<file path="src/sv/bmc_pkg.sv">
// ----------------------------------------------------------------------------
// bmc_pkg
// Shared types and constants of the bank mapper with cycle IRQ counter.
// ----------------------------------------------------------------------------
`default_nettype none

package bmc_pkg;

    // Request kinds carried on the input tuser
    typedef enum logic [1:0] {
        OP_CPU_WRITE = 2'd0,
        OP_CYCLE_TICK = 2'd1,
        OP_CPU_READ = 2'd2,
        OP_PPU_READ = 2'd3
    } t_opcode;

    // Configuration register indexes
    localparam logic [7:0] CFG_PRG_BANK_MAX = 8'd0;
    localparam logic [7:0] CFG_CHR_BANK_MAX = 8'd1;

    localparam logic [7:0] PRG_BANK_MAX_RST = 8'd31;
    localparam logic [7:0] CHR_BANK_MAX_RST = 8'd255;

    localparam int PRG_SLOTS = 3;
    localparam int CHR_SLOTS = 8;
    localparam int CHR_SEL_W = $clog2(CHR_SLOTS);

    // CPU write pages, address bits [15:12]
    localparam logic [3:0] PAGE_RELOAD_N0 = 4'h8;
    localparam logic [3:0] PAGE_RELOAD_N1 = 4'h9;
    localparam logic [3:0] PAGE_RELOAD_N2 = 4'hA;
    localparam logic [3:0] PAGE_RELOAD_N3 = 4'hB;
    localparam logic [3:0] PAGE_ENABLE = 4'hC;
    localparam logic [3:0] PAGE_IRQ_ACK = 4'hD;
    localparam logic [3:0] PAGE_SELECT = 4'hE;
    localparam logic [3:0] PAGE_BANK = 4'hF;

    // Bank page sub-decode, address bits [11:10]
    localparam logic [1:0] SUB_PRG_HIGH = 2'b00;
    localparam logic [1:0] SUB_MIRROR = 2'b10;
    localparam logic [1:0] SUB_CHR = 2'b11;

    // Register select codes, low nibble
    localparam logic [3:0] SEL_PRG0 = 4'd1;
    localparam logic [3:0] SEL_PRG2 = 4'd3;
    localparam logic [3:0] SEL_RAM_WINDOW = 4'd4;

    localparam logic [15:0] COUNT_WRAP = 16'hFFFF;

    // Configuration write request
    typedef struct packed {
        logic       we;
        logic [7:0] index;
        logic [7:0] data;
    } t_cfg_write;

    // Result item; first field in the highest bits
    typedef struct packed {
        logic        address_mapped;
        logic [20:0] rom_address;
        logic        mirror_vertical;
        logic        irq_line;
    } t_result;

    // Mask a bank number by its maximum when it exceeds it
    function automatic logic [7:0] limit_bank(input logic [7:0] v, input logic [7:0] maxv);
        limit_bank = (v > maxv) ? (v & maxv) : v;
    endfunction

endpackage

`default_nettype wire

</file>
<file path="src/sv/bmc_core.sv">
// ----------------------------------------------------------------------------
// bmc_core
// Mapper register file, IRQ counter and address translation for one request.
// ----------------------------------------------------------------------------
`default_nettype none

module bmc_core (
    input  wire logic               i_clk,
    input  wire logic               i_rst_n,
    input  wire logic               i_fire,
    input  wire bmc_pkg::t_opcode   i_op,
    input  wire logic [15:0]        i_addr,
    input  wire logic [7:0]         i_data,
    input  wire bmc_pkg::t_cfg_write i_cfg,
    output bmc_pkg::t_result        o_result
);
    import bmc_pkg::*;

    logic [7:0]  r_prg_max, r_chr_max;
    logic [15:0] r_reload, n_reload;
    logic [15:0] r_counter, n_counter;
    logic        r_enabled, n_enabled;
    logic        r_pending, n_pending;
    logic [7:0]  r_select, n_select;
    logic [7:0]  r_prg [PRG_SLOTS];
    logic [7:0]  n_prg [PRG_SLOTS];
    logic [7:0]  r_ram_bank, n_ram_bank;
    logic [7:0]  r_chr [CHR_SLOTS];
    logic [7:0]  n_chr [CHR_SLOTS];
    logic        r_mirror, n_mirror;
    logic        r_irq, n_irq;

    logic [3:0]  nib;
    logic [1:0]  prg_idx;
    logic [7:0]  prg_val;
    logic [1:0]  rd_slot;

    assign nib = i_data[3:0];

    // Next state for one request
    always_comb begin
        n_reload = r_reload;
        n_counter = r_counter;
        n_enabled = r_enabled;
        n_pending = r_pending;
        n_select = r_select;
        n_prg = r_prg;
        n_ram_bank = r_ram_bank;
        n_chr = r_chr;
        n_mirror = r_mirror;
        n_irq = r_irq;
        prg_idx = '0;
        prg_val = '0;
        case (i_op)
            OP_CPU_WRITE: begin
                unique case (i_addr[15:12])
                    PAGE_RELOAD_N0: n_reload[3:0] = nib;
                    PAGE_RELOAD_N1: n_reload[7:4] = nib;
                    PAGE_RELOAD_N2: n_reload[11:8] = nib;
                    PAGE_RELOAD_N3: n_reload[15:12] = nib;
                    PAGE_ENABLE: begin
                        n_enabled = (nib != 4'd0);
                        if (n_enabled) begin
                            n_counter = r_reload;
                        end
                        n_irq = 1'b0;
                    end
                    PAGE_IRQ_ACK: n_irq = 1'b0;
                    PAGE_SELECT: n_select = i_data;
                    PAGE_BANK: begin
                        // Selected register: low nibble of a program slot, or the whole RAM window bank
                        if (r_select[3:0] >= SEL_PRG0 && r_select[3:0] <= SEL_PRG2) begin
                            prg_idx = 2'(r_select[3:0] - SEL_PRG0);
                            prg_val = (r_prg[prg_idx] & 8'h10) | {4'd0, nib};
                            n_prg[prg_idx] = limit_bank(prg_val, r_prg_max);
                        end else if (r_select[3:0] == SEL_RAM_WINDOW) begin
                            n_ram_bank = limit_bank(i_data, r_prg_max);
                        end
                        // Address-decoded part, on top of the selected update
                        case (i_addr[11:10])
                            SUB_PRG_HIGH: begin
                                if (i_addr[1:0] != 2'd3) begin
                                    prg_val = (i_data & 8'h10) | (n_prg[i_addr[1:0]] & 8'h0F);
                                    n_prg[i_addr[1:0]] = limit_bank(prg_val, r_prg_max);
                                end
                            end
                            SUB_MIRROR: n_mirror = i_data[0];
                            SUB_CHR: n_chr[i_addr[CHR_SEL_W-1:0]] =
                                limit_bank(i_data, r_chr_max);
                            default: ;
                        endcase
                    end
                    default: ;
                endcase
            end
            OP_CYCLE_TICK: begin
                if (r_pending) begin
                    n_pending = 1'b0;
                    n_irq = 1'b1;
                end
                if (r_enabled) begin
                    n_counter = r_counter + 16'd1;
                    if (n_counter == COUNT_WRAP) begin
                        n_counter = r_reload;
                        n_pending = 1'b1;
                    end
                end
            end
            default: ;
        endcase
    end

    // Translate read addresses from the current banks
    always_comb begin
        o_result.rom_address = '0;
        o_result.address_mapped = 1'b0;
        rd_slot = i_addr[14:13];
        case (i_op)
            OP_CPU_READ: begin
                if (i_addr[15:13] == 3'b011) begin
                    o_result.rom_address = {r_ram_bank, i_addr[12:0]};
                    o_result.address_mapped = 1'b1;
                end else if (i_addr[15] && i_addr[14:13] != 2'b11) begin
                    o_result.rom_address = {r_prg[rd_slot], i_addr[12:0]};
                    o_result.address_mapped = 1'b1;
                end
            end
            OP_PPU_READ: begin
                if (i_addr[15:13] == 3'b000) begin
                    o_result.rom_address = {3'd0, r_chr[i_addr[12:10]], i_addr[9:0]};
                    o_result.address_mapped = 1'b1;
                end
            end
            default: ;
        endcase
        o_result.irq_line = n_irq;
        o_result.mirror_vertical = n_mirror;
    end

    // Hold mapper state; update on each processed request and on configuration writes
    always_ff @(posedge i_clk) begin
        if (!i_rst_n) begin
            r_prg_max <= PRG_BANK_MAX_RST;
            r_chr_max <= CHR_BANK_MAX_RST;
            r_reload <= '0;
            r_counter <= '0;
            r_enabled <= 1'b0;
            r_pending <= 1'b0;
            r_select <= '0;
            for (int i = 0; i < PRG_SLOTS; i++) begin
                r_prg[i] <= '0;
            end
            r_ram_bank <= '0;
            for (int i = 0; i < CHR_SLOTS; i++) begin
                r_chr[i] <= '0;
            end
            r_mirror <= 1'b0;
            r_irq <= 1'b0;
        end else begin
            if (i_cfg.we && i_cfg.index == CFG_PRG_BANK_MAX) begin
                r_prg_max <= i_cfg.data;
            end
            if (i_cfg.we && i_cfg.index == CFG_CHR_BANK_MAX) begin
                r_chr_max <= i_cfg.data;
            end
            if (i_fire) begin
                r_reload <= n_reload;
                r_counter <= n_counter;
                r_enabled <= n_enabled;
                r_pending <= n_pending;
                r_select <= n_select;
                r_prg <= n_prg;
                r_ram_bank <= n_ram_bank;
                r_chr <= n_chr;
                r_mirror <= n_mirror;
                r_irq <= n_irq;
            end
        end
    end

endmodule

`default_nettype wire

</file>
<file path="src/sv/bank_mapper_with_cycle_irq.sv">
// A request is held in the input register, and its result moves to the output
// register once that register is free or its result is taken.
// Throughput: one request per cycle while results are taken; while a result
// waits for tready, a new request enters only if the input register is empty.
// Reset (i_rst_n low at a clock edge) clears all banks, the counter and IRQ,
// sets prg_bank_max to 31 and chr_bank_max to 255, and empties both stages.
// ----------------------------------------------------------------------------
// bank_mapper_with_cycle_irq
// Cartridge bank mapper with CPU-cycle IRQ counter, stream request interface.
// ----------------------------------------------------------------------------
`default_nettype none

module bank_mapper_with_cycle_irq (
    input  wire logic        i_clk,
    input  wire logic        i_rst_n,
    input  wire logic        i_s_tvalid,
    output logic             o_s_tready,
    input  wire logic [23:0] i_s_tdata,   // [15:0] bus_address, [23:16] write_data
    input  wire logic [1:0]  i_s_tuser,   // [1:0] opcode
    output logic             o_m_tvalid,
    input  wire logic        i_m_tready,
    // [0] irq_line, [1] mirror_vertical, [22:2] rom_address, [23] address_mapped
    output logic [23:0]      o_m_tdata,
    input  wire logic        i_cfg_valid,
    output logic             o_cfg_ready,
    input  wire logic [7:0]  i_cfg_index,
    input  wire logic [7:0]  i_cfg_data
);
    import bmc_pkg::*;

    logic        r_in_valid;
    t_opcode     r_in_op;
    logic [15:0] r_in_addr;
    logic [7:0]  r_in_data;
    logic        r_out_valid;
    t_result     r_out;
    t_result     result;
    t_cfg_write  cfg;
    logic        advance;
    logic        fire;

    assign advance = !r_out_valid || i_m_tready;
    assign fire = r_in_valid && advance;
    assign o_s_tready = !r_in_valid || advance;
    assign o_cfg_ready = 1'b1;

    assign cfg.we = i_cfg_valid;
    assign cfg.index = i_cfg_index;
    assign cfg.data = i_cfg_data;

    bmc_core u_core (
        .i_clk    (i_clk),
        .i_rst_n  (i_rst_n),
        .i_fire   (fire),
        .i_op     (r_in_op),
        .i_addr   (r_in_addr),
        .i_data   (r_in_data),
        .i_cfg    (cfg),
        .o_result (result)
    );

    // Capture requests into the input stage
    always_ff @(posedge i_clk) begin
        if (!i_rst_n) begin
            r_in_valid <= 1'b0;
        end else if (o_s_tready) begin
            r_in_valid <= i_s_tvalid;
        end
        if (o_s_tready && i_s_tvalid) begin
            r_in_op <= t_opcode'(i_s_tuser);
            r_in_addr <= i_s_tdata[15:0];
            r_in_data <= i_s_tdata[23:16];
        end
    end

    // Advance results into the output register
    always_ff @(posedge i_clk) begin
        if (!i_rst_n) begin
            r_out_valid <= 1'b0;
        end else if (advance) begin
            r_out_valid <= r_in_valid;
        end
        if (fire) begin
            r_out <= result;
        end
    end

    assign o_m_tvalid = r_out_valid;
    assign o_m_tdata = r_out;

endmodule

`default_nettype wire

</file>
<file path="config.mk">
export PLATFORM = sky130hd
export DESIGN_NAME = bank_mapper_with_cycle_irq
export DESIGN_NICKNAME = d
export VERILOG_FILES = /design/src/sv/bmc_pkg.sv /design/src/sv/bmc_core.sv /design/src/sv/bank_mapper_with_cycle_irq.sv
export SDC_FILE = /design/constraint.sdc
export NUM_CORES = 1
export LEC_CHECK = 0
export BUFFER_PORTS_ARGS = -buffer_cell sky130_fd_sc_hd__buf_2
export CAP_MARGIN = 10
export CORE_UTILIZATION = 55
export DETAILED_ROUTE_END_ITERATION = 16
export PLACE_DENSITY = 0.74
export SETUP_SLACK_MARGIN = 0.5
export SYNTH_ARGS = -nofsm -noshare
export SYNTH_HDL_FRONTEND = slang
export SYNTH_HIERARCHICAL = 1
export SYNTH_SLANG_ARGS = --single-unit
</file>
<file path="constraint.sdc">
create_clock -name i_clk -period 10.45 [get_ports i_clk]
set_input_delay 1.045 -clock i_clk [delete_from_list [all_inputs] [get_ports i_clk]]
set_output_delay 1.045 -clock i_clk [all_outputs]
set_load 0.02 [all_outputs]
</file>
==> impl_metrics.csv, run 1 <==
group,metric,value,unit
pwr,power_density,151.1,nW/um^2
clock_tree,ctsResizeCount,0,
detailed_routing,drc_errors,10,
status,outcome,"finished, violations left",
pwr,ir_drop,0.1372,mV
cells_and_area,antennaDiodeCount,0,
die,io_pins,74,
timing,worst_pin_slew,1.103,ns
cells_and_area,drive_gt1_frac,0.1511,
critical_path,reg2reg_depth,19,
clock_tree,clock_tree.buffer_depth,3,
logic_synthesis,synth_nets,1177,
timing,setup_ws,5.073,ns
clock_tree,h-tree-depth,1,
logic_synthesis,synth.yosys.warnings,6,
clock_tree,clock_latency,0.51,ns
placement,dp_cells,1333,
detailed_routing,post_drt_wl_per_cell,18.91,um
timing,fin_crit_sh,0.5146,
global_routing,grt_usage,0.2724,
critical_path,required,10.79,ns
timing,min_period,5.377,ns
cells_and_area,final_nets,1227,
critical_path,startpoint_type,"register",
cells_and_area,final_util,0.6368,
clock_tree,cts_sinks,204,
critical_path,regToRegSetupSlack,5.07,ns
detailed_routing,drtIter0Drc,695,
critical_path,arrival,5.72,ns
critical_path,end_kind,"register",
placement,gp_routability_congestion,0.9418,
status,violations,"DRC",
die,num_rows,49,
detailed_routing,drtAntennaViolNets,0,
critical_path,critPathMaxFanout,11,
logic_synthesis,synth_flop_cell,"dfxtp_1",
logic_synthesis,synthesis.area,10330,sq um
critical_path,criticalPathCategory,"register to register",
global_routing,grt_overflow_total,0,
die,chipHeight,139.0,um
timing,fin_tns_setup,0,ns
detailed_routing,num_vias,8311,
detailed_routing,drt_first_pass_iters,12,
detailed_routing,drt-total-wl,25980,um
global_routing,grt_max_degree,101,
logic_synthesis,netlist-cell-type-count,70,
die,initial_core_util,0.5672,
global_routing,grt_pass1_vias,7928,
logic_synthesis,synth_seq_cells,204,
clock_tree,cts_hold_buf,0,
timing,final.setup_skew,0.01004,ns
die,die_area,19330,sq um
clock_tree,cts_buffers,23,
timing,timing.fmax,0.1860,GHz
timing,setup_viol,0,
placement,dp_hpwl,17930,um
timing,report.final.slew_viol_count,0,
logic_synthesis,synthArstFlopShare,0,
die,die_w,139.0,um
global_routing,antenna_found_initial,0,
logic_synthesis,avgSynthCellArea,9.572,sq um
cells_and_area,syn2layout_area_growth,12.26,%
hold_path,hold_path_class,"register to register",
hold_path,holdPathStages,2,
detailed_routing,vias_per_cell,6.049,
global_routing,grt_pass1_wl,42070,um
logic_synthesis,yosysSeqAreaShare,0.4439,
timing,maxSlewHeadroom,0.2628,
clock_tree,path_clk_slew,0.06,ns
placement,pre_cts_ws,5.398,ns
cells_and_area,stdcell_count,1374,
timing,rsz0062_at_grt,"no",
timing,hold_violations,0,
logic_synthesis,synth_edf_count,50,
placement,io_buffers,72,
pwr,power.leakage,4.542,nW
die,core_area,18210,sq um
flow_run,maxCapViolCount,0,
clock_tree,cts-root-buf,"clkbuf_16",
clock_tree,cts_tree,"built",
clock_tree,cts_setup_buffers,0,
logic_synthesis,netlist_instances,1079,
[routing by layer]
| layer | global-route usage | wire (um) | up-vias | share of wire |
|---|---|---|---|---|
| li1 | - | - | 3981 | - |
| met1 | 0.3673 | 11500 | 3974 | 0.44 |
| met2 | 0.4444 | 11980 | 306 | 0.46 |
| met3 | 0.05145 | 1765 | 50 | 0.068 |
| met4 | 0.08187 | 735 | 0 | 0.028 |
| met5 | 0 | 0 | - | 0 |
[cells in the mapped netlist (7+ instances only)]
library cell | number | area, sq um
o22ai_1 | 12 | 75.07
nand2b_1 | 8 | 50.05
nor2b_1 | 20 | 125.1
or3_1 | 7 | 43.79
mux2_2 | 9 | 101.4
inv_1 | 45 | 168.9
o211ai_1 | 32 | 240.2
o21a_1 | 9 | 67.56
mux4_2 | 16 | 360.4
edfxtp_1 | 50 | 1501
nor3_1 | 9 | 45.04
mux2i_1 | 95 | 950.9
clkbuf_1 | 41 | 153.9
ha_1 | 51 | 638.1
nand2_1 | 112 | 420.4
o21ai_0 | 52 | 260.3
dfxtp_1 | 154 | 3083
a22oi_1 | 9 | 67.56
a21oi_1 | 86 | 430.4
nand3_1 | 39 | 195.2
nor2_1 | 100 | 375.4
[final timing paths]
check                           from          endpoint
hold / removal      u_core/r_prg[23]  u_core/r_prg[23]
setup reg to reg  u_core/r_select[0]  u_core/r_prg[12]
setup / recovery  u_core/r_select[0]  u_core/r_prg[12]
hold reg to reg     u_core/r_prg[23]  u_core/r_prg[23]
[kinds of logic after synthesis]
kind of cell,synth area share
multiplexers,0.1368
XOR/XNOR,0.002544
AO/OA/AOI/OAI,0.1483
other,0.0003631
buffers and inverters,0.04107
flip-flops,0.4439
adder cells (fa/ha/maj),0.06178
AND/OR/NAND/NOR,0.1654
[worst max-delay path, cell delays in order, from the launching register on]
cell and delay, ns:
dfxtp_1 0.38, inv_1 0.12, ha_1 0.34, mux2i_1 0.13, o21ai_0 0.34, ha_1 0.24, o21ai_0 0.08, a21oi_1 0.28
o21a_1 0.42, mux2i_1 0.60, a2111oi_0 0.27, a211oi_1 0.23, ha_1 0.18, nor2b_1 0.04, o21a_1 0.16, o21a_1 0.18
o21ai_1 0.34, a211oi_1 0.19, a2111oi_0 0.56, a311oi_1 0.11
[final cells by class]
class                           count  area (sq um)
Fill cell                        1467          6614
Multi-Input combinational cell    772          5334
Sequential cell                   204          4584
Clock buffer                       30         663.1
Timing Repair Buffer               82         435.4
Tap cell                          229         286.5
Inverter                           46         172.7
Clock inverter                     11         118.9
[metrics by stage]
step | total power [mW] | cell area (sq um) | hold slack, ns
6_report | 1.752 | 11590 | 0.4258
5_1_grt | 1.803 | 11590 | 0.4473
4_1_cts | 1.765 | 11590 | 0.4277
3_5_place_dp | 0.9441 | 10810 | 0.4182
3_3_place_gp | 0.9433 | 10810 | 0.4139
2_1_floorplan | 0.9083 | 10330 | 0.4077
[state kept, by name (all words and copies together) (netlist names), 16 cells and up]
| signal | flops |
|---|---|
| o_m_tdata | 24 |
| r_in_addr | 16 |
| u_core/r_chr | 64 |
| u_core/r_counter | 16 |
| u_core/r_prg | 24 |
| u_core/r_reload | 16 |
[where the power goes]
part / internal (mW) / switching, mW / leakage (nW) / total [mW]
combinational: 0.0304 / 0.0619 / 2.44 / 0.0923
clock: 0.498 / 0.326 / 0.381 / 0.824
sequential: 0.821 / 0.0149 / 1.72 / 0.836
total: 1.35 / 0.403 / 4.54 / 1.75
[placed cells by master (no fill, tap or decap), types with 5 or more instances in the layout]
cell type    n
mux2i_1     95
nand2_1    112
nor2b_1     19
inv_1       45
or3_1        7
buf_2       72
nand2b_1     8
dfxtp_1    154
a21oi_1     85
a2111oi_0    5
nor3_1       9
nand3_1     39
a211oi_1     6
buf_4       10
mux4_2      16
o21ai_0     52
a22oi_1      9
ha_1        51
nand4_1      5
edfxtp_1    50
mux2_2       9
o21ai_1      5
nor3_2       5
o211ai_1    32
o22ai_1     12
nor2_1     100
o21a_1       9
or2_2        5
clkbuf_16   24
Note: power is estimated with default switching activity, not from simulation.
==> run 2, diff against run 1 <==
--- a/config.mk
+++ b/config.mk
@@ -5,11 +5,12 @@
 export SDC_FILE = /design/constraint.sdc
 export NUM_CORES = 1
 export LEC_CHECK = 0
+export ABC_AREA = 1
 export BUFFER_PORTS_ARGS = -buffer_cell sky130_fd_sc_hd__buf_2
 export CAP_MARGIN = 10
 export CORE_UTILIZATION = 55
 export DETAILED_ROUTE_END_ITERATION = 16
-export PLACE_DENSITY = 0.74
+export PLACE_DENSITY = 0.77
 export SETUP_SLACK_MARGIN = 0.5
 export SYNTH_ARGS = -nofsm -noshare
 export SYNTH_HDL_FRONTEND = slang
==> constraint.sdc (replaced) <==
create_clock -name i_clk -period 4.6 [get_ports i_clk]
set_input_delay 0.46 -clock i_clk [delete_from_list [all_inputs] [get_ports i_clk]]
set_output_delay 0.46 -clock i_clk [all_outputs]
set_load 0.02 [all_outputs]
==> run 2 against run 1 <==
  * The flow now finishes without violations
  * Non-clock buffer count grew 8
  * Synthesized area grew 2.5%
  * Core utilization increased by 0.40 points
  * Worst hold slack worse by 0.31 ns
  * Via count is 10% higher
  * Clock power grew 130%
  * Largest cell class unchanged
==> impl_metrics.csv, run 2 <==
group,metric,value,unit
logic_synthesis,synth_top_area_share,0.2911,
timing,rsz0062_at_grt,"no",
logic_synthesis,synthArstFlopShare,0,
timing,report.final.slew_viol_count,0,
die,initial_core_util,0.5642,
timing,timing.fmax,0.2590,GHz
global_routing,grt_pass1_vias,8179,
logic_synthesis,muxShareOfSynthArea,0.002009,
logic_synthesis,synth.yosys.warnings,6,
detailed_routing,drt_first_pass_iters,5,
timing,hold_slack,0.1198,ns
hold_path,hold_end,"r_in_addr[14]",
logic_synthesis,synth_edf_count,50,
hold_path,holdPathStages,1,
timing,final.setup_skew,0.01254,ns
logic_synthesis,synth_nets,1487,
logic_synthesis,avgSynthCellArea,7.623,sq um
logic_synthesis,netlist-cell-type-count,52,
detailed_routing,post_drt_wl_per_cell,15.91,um
detailed_routing,drt-total-wl,27020,um
hold_path,hold_path_class,"input port to register",
critical_path,reg2reg_depth,24,
logic_synthesis,synth_seq_cells,204,
pwr,power.leakage,5.654,nW
placement,dp_hpwl,19350,um
die,num_rows,50,
clock_tree,cts_hold_buf,0,
critical_path,startpoint_type,"register",
global_routing,antenna_found_initial,0,
die,io_pins,74,
cells_and_area,layout_common_cells,"269 x inv_1, 210 x nand2_1, 154 x o21ai_0, 153 x a21oi_1, 152 x dfxtp_1",
logic_synthesis,synth_compound_area_frac,0.2025,
logic_synthesis,synth_most_common_cell,"inv_1",
critical_path,criticalPathCategory,"register to register",
clock_tree,path_clk_slew,0.06,ns
detailed_routing,num_vias,9164,
clock_tree,cts-root-buf,"clkbuf_16",
logic_synthesis,synth_flop_cell,"dfxtp_1",
logic_synthesis,synth_top_cell_by_area,"dfxtp_1",
cells_and_area,mostFrequentLayoutCell,"inv_1",
critical_path,r2r_end,"u_core/r_prg[12]",
clock_tree,cts_sinks,204,
clock_tree,clock_latency,0.51,ns
timing,maxSlewHeadroom,0.2784,
clock_tree,cts_tree,"built",
cells_and_area,largest-register,"u_core/r_chr",
die,die_area,19810,sq um
status,outcome,"finished, final reports clean",
logic_synthesis,synth_top_cells_by_area,"dfxtp_1 29%, edfxtp_1 14%, inv_1 9.6%",
timing,hold_violations,0,
critical_path,arrival,4.26,ns
critical_path,end_kind,"register",
timing,setup_viol,0,
logic_synthesis,synthesis.area,10590,sq um
logic_synthesis,synth_top_family_by_area,"compound AO/OA/AOI/OAI gates",
detailed_routing,drc_errors,0,
detailed_routing,vias_per_cell,5.397,
logic_synthesis,netlist_instances,1389,
critical_path,reg2reg_from,"u_core/r_select[1]",
logic_synthesis,synth_fa_ha_area_frac,0.06026,
critical_path,required,5.00,ns
critical_path,regToRegSetupSlack,0.74,ns
logic_synthesis,ys_top_cells_by_count,"271 x inv_1, 213 x nand2_1, 158 x o21ai_0, 157 x a21oi_1, 154 x dfxtp_1",
logic_synthesis,yosysSeqAreaShare,0.4329,
timing,worst_pin_slew,1.071,ns
global_routing,grt_max_degree,92,
die,chipHeight,140.8,um
logic_synthesis,synth_simple_gate_area_frac,0.1691,
flow_run,maxCapViolCount,0,
cells_and_area,antennaDiodeCount,0,
cells_and_area,final_nets,1546,
critical_path,critPathMaxFanout,6,
die,die_w,140.8,um
global_routing,grt_pass1_wl,42720,um
placement,io_buffers,72,
die,core_area,18770,sq um
timing,min_period,3.860,ns
timing,fin_tns_setup,0,ns
cells_and_area,num-fill-cells,1657,
detailed_routing,drtAntennaViolNets,0,
cells_and_area,drive_gt1_frac,0.1250,
clock_tree,h-tree-depth,1,
cells_and_area,final_util,0.6407,
global_routing,grt_usage,0.2734,
detailed_routing,drtIter0Drc,744,
pwr,power_density,338.4,nW/um^2
clock_tree,clock_tree.buffer_depth,3,
cells_and_area,syn2layout_area_growth,13.57,%
timing,fin_crit_sh,0.8392,
pwr,ir_drop,0.2685,mV
global_routing,grt_overflow_total,0,
placement,gp_routability_congestion,0.9529,
clock_tree,cts_buffers,22,
hold_path,hp-start,"i_s_tdata[14]",
cells_and_area,largest_register_ffs,64,
logic_synthesis,synthXorXnorAreaFrac,0.008271,
run 2: area by class of cell:
cell class                 count  area (sq um)  share of cell area
multi-input combinational    846          4787              0.3981
sequential                   204          4589              0.3816
inverter                     284          1069             0.08886
clock buffer                  31         635.6             0.05286
timing repair buffer          90         495.5             0.04120
tap                          234         292.8             0.02435
clock inverter                 9         156.4             0.01301
run 2: timing repair:
item / CTS / global route
pin swaps: 0 / 11
buffers inserted: 0 / 3
gates resized for setup: 4 / 23
gates cloned: 0 / 0
endpoints found under the setup margin: 15 / 15
run 2: per-stage QoR:
stage,instances,area (sq um),setup slack (ns),power (mW)
6_report,1698,12030,0.7396,4.069
3_3_place_gp,1655,11120,0.3762,2.181
3_5_place_dp,1655,11120,0.1715,2.184
2_1_floorplan,1389,10590,0.7512,2.083
5_1_grt,1698,12030,0.4693,4.197
4_1_cts,1695,11920,0.5027,4.089
run 2: kinds of logic after synthesis:
group	after synthesis
and+or+nand+nor	396
AOI/OAI and AO/OA	386
buffers and inverters	339
DFF	204
adders and majority gates	51
xor gates and xnor gates	10
muxes	2
other	1
run 2: metal layers:
| metal | share of wire | GRT usage | up-vias |
|---|---|---|---|
| met3 | 0.061 | 0.05027 | 46 |
| met2 | 0.46 | 0.4441 | 251 |
| li1 | - | - | 4657 |
| met4 | 0.028 | 0.08181 | 0 |
| met5 | 0 | 0 | - |
| met1 | 0.45 | 0.3708 | 4210 |
run 2: power by group:
group | switching (mW) | internal [mW]
Combinational | 0.182 | 0.0751
Clock | 0.728 | 1.19
Sequential | 0.0292 | 1.86
run 2: critical path, cell delays in order (launching register included):
cell      delay [ns]
dfxtp_2         0.36
inv_1           0.10
ha_4            0.29
a21oi_1         0.05
a311oi_2        0.28
ha_1            0.33
a21oi_4         0.26
nand3_4         0.13
nand3_1         0.13
nand3_1         0.08
nand2_1         0.11
a21oi_2         0.05
ha_1            0.32
inv_1           0.04
nor2_1          0.08
o21a_1          0.12
nor2_1          0.04
o21ai_1         0.16
nand3_1         0.13
nor2_2          0.16
inv_2           0.09
o21ai_1         0.21
o21ai_0         0.11
inv_1           0.06
a21oi_1         0.05
run 2: worst max-delay path by stage:
stage / slack [ns] / startpoint / cells after the start / endpoint
after global placement: 0.38 / u_core/r_select[0] / 24 / u_core/r_prg[20]
after floorplan: 0.75 / u_core/r_select[0] / 24 / u_core/r_prg[20]
after detailed placement: 0.17 / u_core/r_select[0] / 24 / u_core/r_prg[12]
after global routing: 0.47 / u_core/r_select[1] / 26 / u_core/r_prg[12]
final: 0.74 / u_core/r_select[1] / 24 / u_core/r_prg[12]
after CTS: 0.50 / u_core/r_select[0] / 25 / u_core/r_prg[4]
